--- src/hw/rtl/kwl_pkg.sv ---
// ----------------------------------------------------------------------------
// kwl_pkg: shared definitions of the keyword lexer
// Token kinds, word types, sizing constants and the keyword character table.
// ----------------------------------------------------------------------------
`default_nettype none

package kwl_pkg;

	localparam int MAX_WORD_LEN = 255;
	localparam int POS_BITS     = 16;
	localparam int LEN_BITS     = $clog2(MAX_WORD_LEN + 1);

	localparam int FIFO_DEPTH = 4;
	localparam int FIFO_AW    = $clog2(FIFO_DEPTH);
	localparam int FIFO_CW    = $clog2(FIFO_DEPTH + 1);

	localparam logic [2:0] KIND_ASSIGN  = 3'd0;
	localparam logic [2:0] KIND_COLON   = 3'd1;
	localparam logic [2:0] KIND_END     = 3'd2;
	localparam logic [2:0] KIND_INT     = 3'd3;
	localparam logic [2:0] KIND_INPUT   = 3'd4;
	localparam logic [2:0] KIND_OUTPUT  = 3'd5;
	localparam logic [2:0] KIND_IDENT   = 3'd6;
	localparam logic [2:0] KIND_INVALID = 3'd7;

	localparam logic [7:0] CH_ASSIGN = 8'h3D;
	localparam logic [7:0] CH_COLON  = 8'h3A;
	localparam logic [7:0] CH_SPACE  = 8'h20;
	localparam logic [7:0] CH_TAB    = 8'h09;
	localparam logic [7:0] CH_LF     = 8'h0A;
	localparam logic [7:0] CH_CR     = 8'h0D;

	localparam int NUM_KW = 3;
	localparam logic [LEN_BITS-1:0] KW_LEN [NUM_KW] = '{
		LEN_BITS'(3), LEN_BITS'(5), LEN_BITS'(6)
	};

	typedef struct packed {
		logic [7:0] ch;
		logic       at_end;
	} char_t;

	typedef struct packed {
		logic [2:0]  kind;
		logic [15:0] start_pos;
		logic [7:0]  length;
		logic [7:0]  single_byte;
		logic        truncated;
		logic        last;
	} tok_t;

	// Character idx of keyword kw: 0 int, 1 input, 2 output.
	function automatic logic [7:0] kw_char(input logic [1:0] kw, input logic [2:0] idx);
		logic [7:0] c;
		case ({kw, idx})
			5'b00_000: c = "i";
			5'b00_001: c = "n";
			5'b00_010: c = "t";
			5'b01_000: c = "i";
			5'b01_001: c = "n";
			5'b01_010: c = "p";
			5'b01_011: c = "u";
			5'b01_100: c = "t";
			5'b10_000: c = "o";
			5'b10_001: c = "u";
			5'b10_010: c = "t";
			5'b10_011: c = "p";
			5'b10_100: c = "u";
			5'b10_101: c = "t";
			default:   c = 8'h00;
		endcase
		return c;
	endfunction

	function automatic logic is_letter(input logic [7:0] c);
		return ((c >= "A") && (c <= "Z")) || ((c >= "a") && (c <= "z"));
	endfunction

	function automatic logic is_blank(input logic [7:0] c);
		return (c == CH_SPACE) || (c == CH_TAB) || (c == CH_LF) || (c == CH_CR);
	endfunction

	function automatic logic [15:0] pos16(input logic [POS_BITS-1:0] p);
		logic [31:0] w;
		w = 32'(p);
		return w[15:0];
	endfunction

endpackage

`default_nettype wire

--- src/hw/rtl/kwl_if.sv ---
// ----------------------------------------------------------------------------
// kwl_if: stream channels of the keyword lexer
// Valid/ready channels for source characters and for tokens.
// ----------------------------------------------------------------------------
`default_nettype none

interface kwl_char_if import kwl_pkg::*; ();
	logic  valid;
	logic  ready;
	char_t data;

	modport source (output valid, output data, input ready);
	modport sink   (input valid, input data, output ready);
endinterface

interface kwl_tok_if import kwl_pkg::*; ();
	logic valid;
	logic ready;
	tok_t data;

	modport source (output valid, output data, input ready);
	modport sink   (input valid, input data, output ready);
endinterface

`default_nettype wire

--- src/hw/rtl/keyword_lexer_tokenizer_unit.sv ---
// ----------------------------------------------------------------------------
// keyword_lexer_tokenizer_unit: streaming lexer with keyword match
// Turns a byte stream into assign, colon, end, keyword, identifier and
// invalid tokens that carry start position and length.
// ----------------------------------------------------------------------------
// The block accepts one character word per cycle unless it stalls. Each word
// is held in an input register until the queue has room for its tokens, then
// classified against the word state in a single pass; its zero, one or two
// tokens go into a four-entry output queue that hands out one token word per
// cycle while the token side is ready. An input word is taken every cycle as
// long as the queue has room for its tokens, so throughput is one byte per
// cycle except where the token side stalls or where items that close a word
// and yield two tokens outrun the drain. The input register feeds the queue.
`default_nettype none

module keyword_lexer_tokenizer_unit import kwl_pkg::*; (
	input  wire          clk,
	input  wire          arst_n,
	kwl_char_if.sink     chars,
	kwl_tok_if.source    tokens
);

	// Input register.
	logic       valid_s1;
	logic [7:0] ch_s1;
	logic       end_s1;

	// Word state.
	logic                in_word_q;
	logic [POS_BITS-1:0] word_start_q;
	logic [LEN_BITS-1:0] word_len_q;
	logic                word_over_q;
	logic [NUM_KW-1:0]   kw_alive_q;
	logic [POS_BITS-1:0] byte_pos_q;

	// Output queue.
	tok_t               fifo_q [FIFO_DEPTH];
	logic [FIFO_AW-1:0] rd_ptr_q;
	logic [FIFO_AW-1:0] wr_ptr_q;
	logic [FIFO_CW-1:0] count_q;

	logic               fire;
	logic               pop;
	logic [1:0]         n_tok;
	tok_t               tok0;
	tok_t               tok1;
	tok_t               word_tok;
	logic               letter;

	logic                in_word_d;
	logic [POS_BITS-1:0] word_start_d;
	logic [LEN_BITS-1:0] word_len_d;
	logic                word_over_d;
	logic [NUM_KW-1:0]   kw_alive_d;
	logic [POS_BITS-1:0] byte_pos_d;

	logic [LEN_BITS-1:0] eff_len;
	logic [NUM_KW-1:0]   eff_alive;
	logic                eff_over;

	assign pop          = tokens.valid && tokens.ready;
	assign fire         = valid_s1 && ((FIFO_CW'(FIFO_DEPTH) - count_q) >= FIFO_CW'(n_tok));
	assign chars.ready  = !valid_s1 || fire;
	assign tokens.valid = (count_q != '0);
	assign tokens.data  = fifo_q[rd_ptr_q];

	always_ff @(posedge clk or negedge arst_n) begin
		if (!arst_n) begin
			valid_s1 <= 1'b0;
		end else if (chars.ready) begin
			valid_s1 <= chars.valid;
		end
	end

	always_ff @(posedge clk) begin
		if (chars.ready && chars.valid) begin
			ch_s1  <= chars.data.ch;
			end_s1 <= chars.data.at_end;
		end
	end

	// Token for the word being closed, built from the current state.
	always_comb begin
		word_tok = '0;
		word_tok.kind = KIND_IDENT;
		word_tok.start_pos = pos16(word_start_q);
		word_tok.length = (32'(word_len_q) > 32'd255) ? 8'hFF : 8'(word_len_q);
		word_tok.truncated = word_over_q || (32'(word_len_q) > 32'd255);
		for (int i = 0; i < NUM_KW; i++) begin
			if (kw_alive_q[i] && !word_over_q && (word_len_q == KW_LEN[i])) begin
				word_tok.kind = KIND_INT + 3'(i);
			end
		end
	end

	always_comb begin
		letter       = is_letter(ch_s1) && !end_s1;
		eff_len      = in_word_q ? word_len_q : '0;
		eff_alive    = in_word_q ? kw_alive_q : '1;
		eff_over     = in_word_q && word_over_q;

		in_word_d    = in_word_q;
		word_start_d = word_start_q;
		word_len_d   = word_len_q;
		word_over_d  = word_over_q;
		kw_alive_d   = kw_alive_q;
		byte_pos_d   = byte_pos_q;

		n_tok = 2'd0;
		tok0  = '0;
		tok1  = '0;

		if (end_s1) begin
			if (in_word_q) begin
				tok0 = word_tok;
				tok1 = '{kind: KIND_END, start_pos: pos16(byte_pos_q), length: 8'd0,
					single_byte: 8'd0, truncated: 1'b0, last: 1'b1};
				n_tok = 2'd2;
			end else begin
				tok0 = '{kind: KIND_END, start_pos: pos16(byte_pos_q), length: 8'd0,
					single_byte: 8'd0, truncated: 1'b0, last: 1'b1};
				n_tok = 2'd1;
			end
			in_word_d   = 1'b0;
			word_len_d  = '0;
			word_over_d = 1'b0;
			kw_alive_d  = '1;
		end else if (letter) begin
			in_word_d = 1'b1;
			if (!in_word_q) begin
				word_start_d = byte_pos_q;
			end
			// A keyword stays alive while every byte so far matches it.
			for (int i = 0; i < NUM_KW; i++) begin
				kw_alive_d[i] = eff_alive[i] && (eff_len < KW_LEN[i])
					&& (kw_char(2'(i), eff_len[2:0]) == ch_s1);
			end
			if (32'(eff_len) < 32'(MAX_WORD_LEN)) begin
				word_len_d  = eff_len + LEN_BITS'(1);
				word_over_d = eff_over;
			end else begin
				word_len_d  = eff_len;
				word_over_d = 1'b1;
			end
			byte_pos_d = byte_pos_q + POS_BITS'(1);
		end else begin
			tok1 = '{kind: KIND_INVALID, start_pos: pos16(byte_pos_q), length: 8'd1,
				single_byte: ch_s1, truncated: 1'b0, last: 1'b1};
			if (ch_s1 == CH_ASSIGN) begin
				tok1.kind = KIND_ASSIGN;
			end else if (ch_s1 == CH_COLON) begin
				tok1.kind = KIND_COLON;
			end
			if (in_word_q) begin
				tok0 = word_tok;
				if (is_blank(ch_s1)) begin
					tok0.last = 1'b1;
					n_tok = 2'd1;
				end else begin
					n_tok = 2'd2;
				end
			end else begin
				tok0  = tok1;
				n_tok = is_blank(ch_s1) ? 2'd0 : 2'd1;
			end
			in_word_d   = 1'b0;
			word_len_d  = '0;
			word_over_d = 1'b0;
			kw_alive_d  = '1;
			byte_pos_d  = byte_pos_q + POS_BITS'(1);
		end
	end

	always_ff @(posedge clk or negedge arst_n) begin
		if (!arst_n) begin
			in_word_q    <= 1'b0;
			word_start_q <= '0;
			word_len_q   <= '0;
			word_over_q  <= 1'b0;
			kw_alive_q   <= '1;
			byte_pos_q   <= '0;
		end else if (fire) begin
			in_word_q    <= in_word_d;
			word_start_q <= word_start_d;
			word_len_q   <= word_len_d;
			word_over_q  <= word_over_d;
			kw_alive_q   <= kw_alive_d;
			byte_pos_q   <= byte_pos_d;
		end
	end

	always_ff @(posedge clk or negedge arst_n) begin
		if (!arst_n) begin
			rd_ptr_q <= '0;
			wr_ptr_q <= '0;
			count_q  <= '0;
		end else begin
			if (pop) begin
				rd_ptr_q <= rd_ptr_q + FIFO_AW'(1);
			end
			if (fire) begin
				wr_ptr_q <= wr_ptr_q + FIFO_AW'(n_tok);
			end
			count_q <= count_q + (fire ? FIFO_CW'(n_tok) : '0) - FIFO_CW'(pop);
		end
	end

	always_ff @(posedge clk) begin
		if (fire && (n_tok != 2'd0)) begin
			fifo_q[wr_ptr_q] <= tok0;
		end
		if (fire && (n_tok == 2'd2)) begin
			fifo_q[wr_ptr_q + FIFO_AW'(1)] <= tok1;
		end
	end

	a_fifo_bound: assert property (@(posedge clk) disable iff (!arst_n)
		count_q <= FIFO_CW'(FIFO_DEPTH))
		else $error("token queue overflow");

	a_letter_opens_word: assert property (@(posedge clk) disable iff (!arst_n)
		fire && letter |=> in_word_q && (word_len_q != '0))
		else $error("letter did not leave an open word");

	a_end_closes_word: assert property (@(posedge clk) disable iff (!arst_n)
		fire && end_s1 |=> !in_word_q && $stable(byte_pos_q))
		else $error("end marker left word open or moved position");

	a_len_bound: assert property (@(posedge clk) disable iff (!arst_n)
		32'(word_len_q) <= 32'(MAX_WORD_LEN))
		else $error("word length beyond maximum");

	a_letter_no_token: assert property (@(posedge clk) disable iff (!arst_n)
		fire && letter && !pop |=> $stable(count_q))
		else $error("letter produced a token");

endmodule

`default_nettype wire

--- src/flat_wrapper.sv ---
// flat-port wrapper written by rule: the top's interface ports become plain ports
module keyword_lexer_tokenizer_unit_flat import kwl_pkg::*;
  (clk, arst_n, chars_valid, chars_data, chars_ready, tokens_valid, tokens_data, tokens_ready);
  kwl_char_if chars_i ();
  kwl_tok_if tokens_i ();
  input  wire clk;
  input  wire arst_n;
  input wire logic [$bits(chars_i.valid)-1:0] chars_valid;
  input wire logic [$bits(chars_i.data)-1:0] chars_data;
  output wire logic [$bits(chars_i.ready)-1:0] chars_ready;
  output wire logic [$bits(tokens_i.valid)-1:0] tokens_valid;
  output wire logic [$bits(tokens_i.data)-1:0] tokens_data;
  input wire logic [$bits(tokens_i.ready)-1:0] tokens_ready;
  assign chars_i.valid = chars_valid;
  assign chars_i.data = chars_data;
  assign chars_ready = chars_i.ready;
  assign tokens_valid = tokens_i.valid;
  assign tokens_data = tokens_i.data;
  assign tokens_i.ready = tokens_ready;
  keyword_lexer_tokenizer_unit u_core (.clk(clk), .arst_n(arst_n), .chars(chars_i), .tokens(tokens_i));
endmodule
--- config.mk ---
export PLATFORM = sky130hd
export DESIGN_NAME = keyword_lexer_tokenizer_unit_flat
export DESIGN_NICKNAME = d
export VERILOG_FILES = /design/src/hw/rtl/kwl_pkg.sv /design/src/hw/rtl/kwl_if.sv /design/src/hw/rtl/keyword_lexer_tokenizer_unit.sv /design/src/flat_wrapper.sv
export SDC_FILE = /design/constraint.sdc
export NUM_CORES = 1
export LEC_CHECK = 0
export BUFFER_PORTS_ARGS = -buffer_cell sky130_fd_sc_hd__buf_4
export CAP_MARGIN = 20
export CELL_PAD_IN_SITES_DETAIL_PLACEMENT = 1
export CELL_PAD_IN_SITES_GLOBAL_PLACEMENT = 1
export CORE_MARGIN = 2
export CORE_UTILIZATION = 52
export DETAILED_ROUTE_END_ITERATION = 16
export GPL_ROUTABILITY_DRIVEN = 0
export HOLD_SLACK_MARGIN = 0.08
export PLACE_DENSITY_LB_ADDON = 0.05
export SETUP_SLACK_MARGIN = 0.02
export SLEW_MARGIN = 20
export SYNTH_ARGS = -nofsm -noshare
export SYNTH_HDL_FRONTEND = slang
export SYNTH_SLANG_ARGS = --single-unit
--- constraint.sdc ---
create_clock -name clk -period 11.45 [get_ports clk]
set_input_delay 1.145 -clock clk [delete_from_list [all_inputs] [get_ports clk]]
set_output_delay 1.145 -clock clk [all_outputs]
set_load 0.02 [all_outputs]
==> impl_metrics.tcl <==
set metrics [dict create \
    cp.required_ns 11.83 \
    vias_per_cell 6.53 \
    layout-drive-gt1-share 0.200 \
    swShare 0.396 \
    ctsHoldBuffers 0 \
    clkTransAtPathRegs_ns 0.06 \
    synth_cell_type_count 71 \
    p_int_mw 1.94 \
    rsz0062_at_grt "no" \
    yosys-mux-area-fraction 0.102 \
    synth_top_family_by_area "compound AO/OA/AOI/OAI gates" \
    ioPinCount 52 \
    dp.cells 1071 \
    hold_viol 0 \
    wire_per_inst_um 26.1 \
    postLayoutCellArea_um2 11600 \
    synth_compound_gate_area_share 0.163 \
    worst_pin_slew_ns 1.15 \
    synth.avg_cell_area_um2 12.7 \
    final_nets 861 \
    worst_setup_path_end_kind "flip-flop" \
    final_cells 1114 \
    vias 7277 \
    path_max_fanout 22 \
    routed_wl_mm 29.1 \
    core_area_um2 19500 \
    antenna_left 0 \
    clock-root-buffer "clkbuf_16" \
    grt_max_degree 54 \
    cts_sinks 210 \
    drtIter0Drc 644 \
    ys_ff_latch 210 \
    syn_to_final_growth_pct 12.8 \
    fin_ws_ns 5.95 \
    grt-ovfl-total 0 \
    p_per_area_nw_per_um2 277 \
    syn_inst 809 \
    clk_path_buf_depth 3 \
    synth_seq_area_share 0.557 \
    run_status "completed" \
    synth-warning-count 0 \
    p_clk_frac 0.233 \
    die_area_um2 20900 \
    synthXorXnorAreaFrac 0.0238 \
    start_util 0.528 \
    htreeDepth 1 \
    critPathKind "reg2reg" \
    dieHeight_um 145 \
    combPwrFrac 0.404 \
    drv_cap 0 \
    hold_path.class "reg2reg" \
    cts-buffers-inserted 23 \
    power.leakage_nw 4.34 \
    clk_latency_ns 0.53 \
    power_mw 3.21 \
    cts-resized-gates 0 \
    post-route-period-util 0.481 \
    grt_pass1_vias 7710 \
    critPathArrivalTime_ns 5.89 \
    n_fill_cell 1901 \
    dr.pass1.iters 5 \
    cts_tree "done" \
    pre_cts_ws_ns 6.05 \
    final_max_slew_viol_count 0 \
    rows 51 \
    fin_worst_skew_ns 0.0199 \
    period_needed_ns 5.50 \
    dp_hpwl_mm 19.2 \
    netSwitchingPower_mw 1.27 \
    startpoint_type "flip-flop" \
    antenna_found_initial 0 \
    setup_violations 0 \
    synth_fa_ha_area_frac 0.0202 \
    syn_area_um2 10300 \
    irDropWorstVdd_mv 0.153 \
    synth-edff-count 125 \
    async_flop_share 0.252 \
    timing.fmax_mhz 182 \
    portBuffers 51 \
    postCtsSetupBuffers 0 \
    setup_tns_ns 0 \
    synth_nets 838 \
    placed_area_um2 10800 \
    grt_pass1_wl_mm 45.3 \
    grt_usage 0.290 \
    drcViolationCount 0 \
    ff2ff_setup_slack_ns 5.95 \
    synth_ff_type "edfxtp_1" \
    max_slew_margin 0.233 \
    yosys.area_share.simple 0.0989 \
    die_w_um 145 \
    antennaDiodeCount 0 \
    seqPwrFrac 0.363 \
]
## critical path: stages, from the launching register on
cell       delay [ns]
edfxtp_1         0.56
or4_4            0.63
nor2_1           0.11
a31oi_1          0.04
or4_1            0.43
ha_1             0.34
a21o_1           0.21
ha_1             0.29
nor2b_1          0.05
o21ai_1          0.74
o2111ai_4        0.58
nor3_4           1.07
a22o_1           0.28
## registers in the layout, indices dropped and copies added, names as in the netlist
register,cells
u_core.fifo_q,148
u_core.byte_pos_q,16
u_core.word_start_q,16
u_core.ch_s1,8
u_core.word_len_q,8
u_core.count_q,3
u_core.kw_alive_q,3
u_core.rd_ptr_q,2
u_core.wr_ptr_q,2
u_core.end_s1,1
u_core.in_word_q,1
u_core.valid_s1,1
u_core.word_over_q,1
## path summary, 6_finish.rpt
path / startpoint / to / cells after the start
setup / recovery: u_core.ch_s1[0]$_DFFE_PP_ / u_core.fifo_q[2][31]$_DFFE_PP_ / 12
hold reg to reg: u_core.fifo_q[3][17]$_SDFFE_PP0P_ / u_core.fifo_q[3][17]$_SDFFE_PP0P_ / 1
setup reg to reg: u_core.ch_s1[0]$_DFFE_PP_ / u_core.fifo_q[2][31]$_DFFE_PP_ / 12
hold / removal: u_core.fifo_q[3][17]$_SDFFE_PP0P_ / u_core.fifo_q[3][17]$_SDFFE_PP0P_ / 1
min in group asynchronous: arst_n / u_core.count_q[0]$_DFF_PN0_ / 1
max in group asynchronous: arst_n / u_core.byte_pos_q[1]$_DFFE_PN0P_ / 1
## logic make-up after synthesis
logic type      count (synthesis)
xor+xnor                       28
fa+ha+maj                      16
flops                         210
compound gates                208
mux                            56
simple gates                  203
buf+inv                        88
## metrics by stage
stage | hold slack [ns] | util
after floorplan | 0.428 | -
after global placement | 0.451 | 0.556
after detailed placement | 0.458 | 0.556
after CTS | 0.476 | 0.595
after global routing | 0.487 | 0.596
final | 0.474 | 0.596
## cell usage after synthesis, drive strengths merged, types with 6 or more instances
cell type	instances	share of area
edfxtp	125	0.37
a22o	88	0.075
nor2	60	0.022
dfrtp	50	0.12
nand2	42	0.015
mux4	37	0.081
clkbuf	36	0.013
dfxtp	32	0.062
buf	27	0.014
o21ai	25	0.012
inv	24	0.0088
nand3	24	0.012
xnor2	24	0.020
o22ai	21	0.014
a21oi	19	0.0092
mux2	18	0.020
ha	15	0.018
nor3	12	0.0078
nand4	10	0.0061
nor2b	9	0.0055
or3	9	0.0055
and3	8	0.0049
and2	6	0.0037
nand2b	6	0.0037
## cell type report
| cell class | instances | area [um^2] | share of cell area |
|---|---|---|---|
| clock buffer | 33 | 653 | 0.0563 |
| clock inverter | 9 | 113 | 0.00971 |
| inverter | 25 | 93.8 | 0.00809 |
| multi-input combinational | 511 | 4220 | 0.364 |
| sequential | 210 | 5730 | 0.493 |
| tap | 265 | 332 | 0.0286 |
| timing repair buffer | 61 | 465 | 0.0401 |
## cells in the final DEF (no fill, tap or decap), drive strengths merged, types with 26 or more instances in the layout
cell and n:
nor2 60, a22o 88, dfxtp 32, dfrtp 50, nand2 42, mux4 37, buf 61, edfxtp 125
clkbuf 33, inv 26
## layer usage
| layer | share of wire | track usage | vias up |
|---|---|---|---|
| met5 | 0 | 0 | - |
| met4 | 0.026 | 0.0807 | 0 |
| met3 | 0.053 | 0.0407 | 55 |
| met2 | 0.48 | 0.478 | 248 |
| met1 | 0.44 | 0.404 | 3788 |
| li1 | - | - | 3186 |
## power by group through the flow
| stage | Sequential [mW] | Clock, mW | Combinational, mW |
|---|---|---|---|
| 4_1_cts | 1.16 | 0.760 | 1.30 |
| 5_1_grt | 1.18 | 0.787 | 1.39 |
| 2_1_floorplan | 1.09 | 0 | 0.908 |
| 3_5_place_dp | 1.18 | 0 | 1.30 |
| 3_3_place_gp | 1.16 | 0 | 1.26 |
| 6_report | 1.17 | 0.750 | 1.30 |
(Power assumes the default switching activity.)
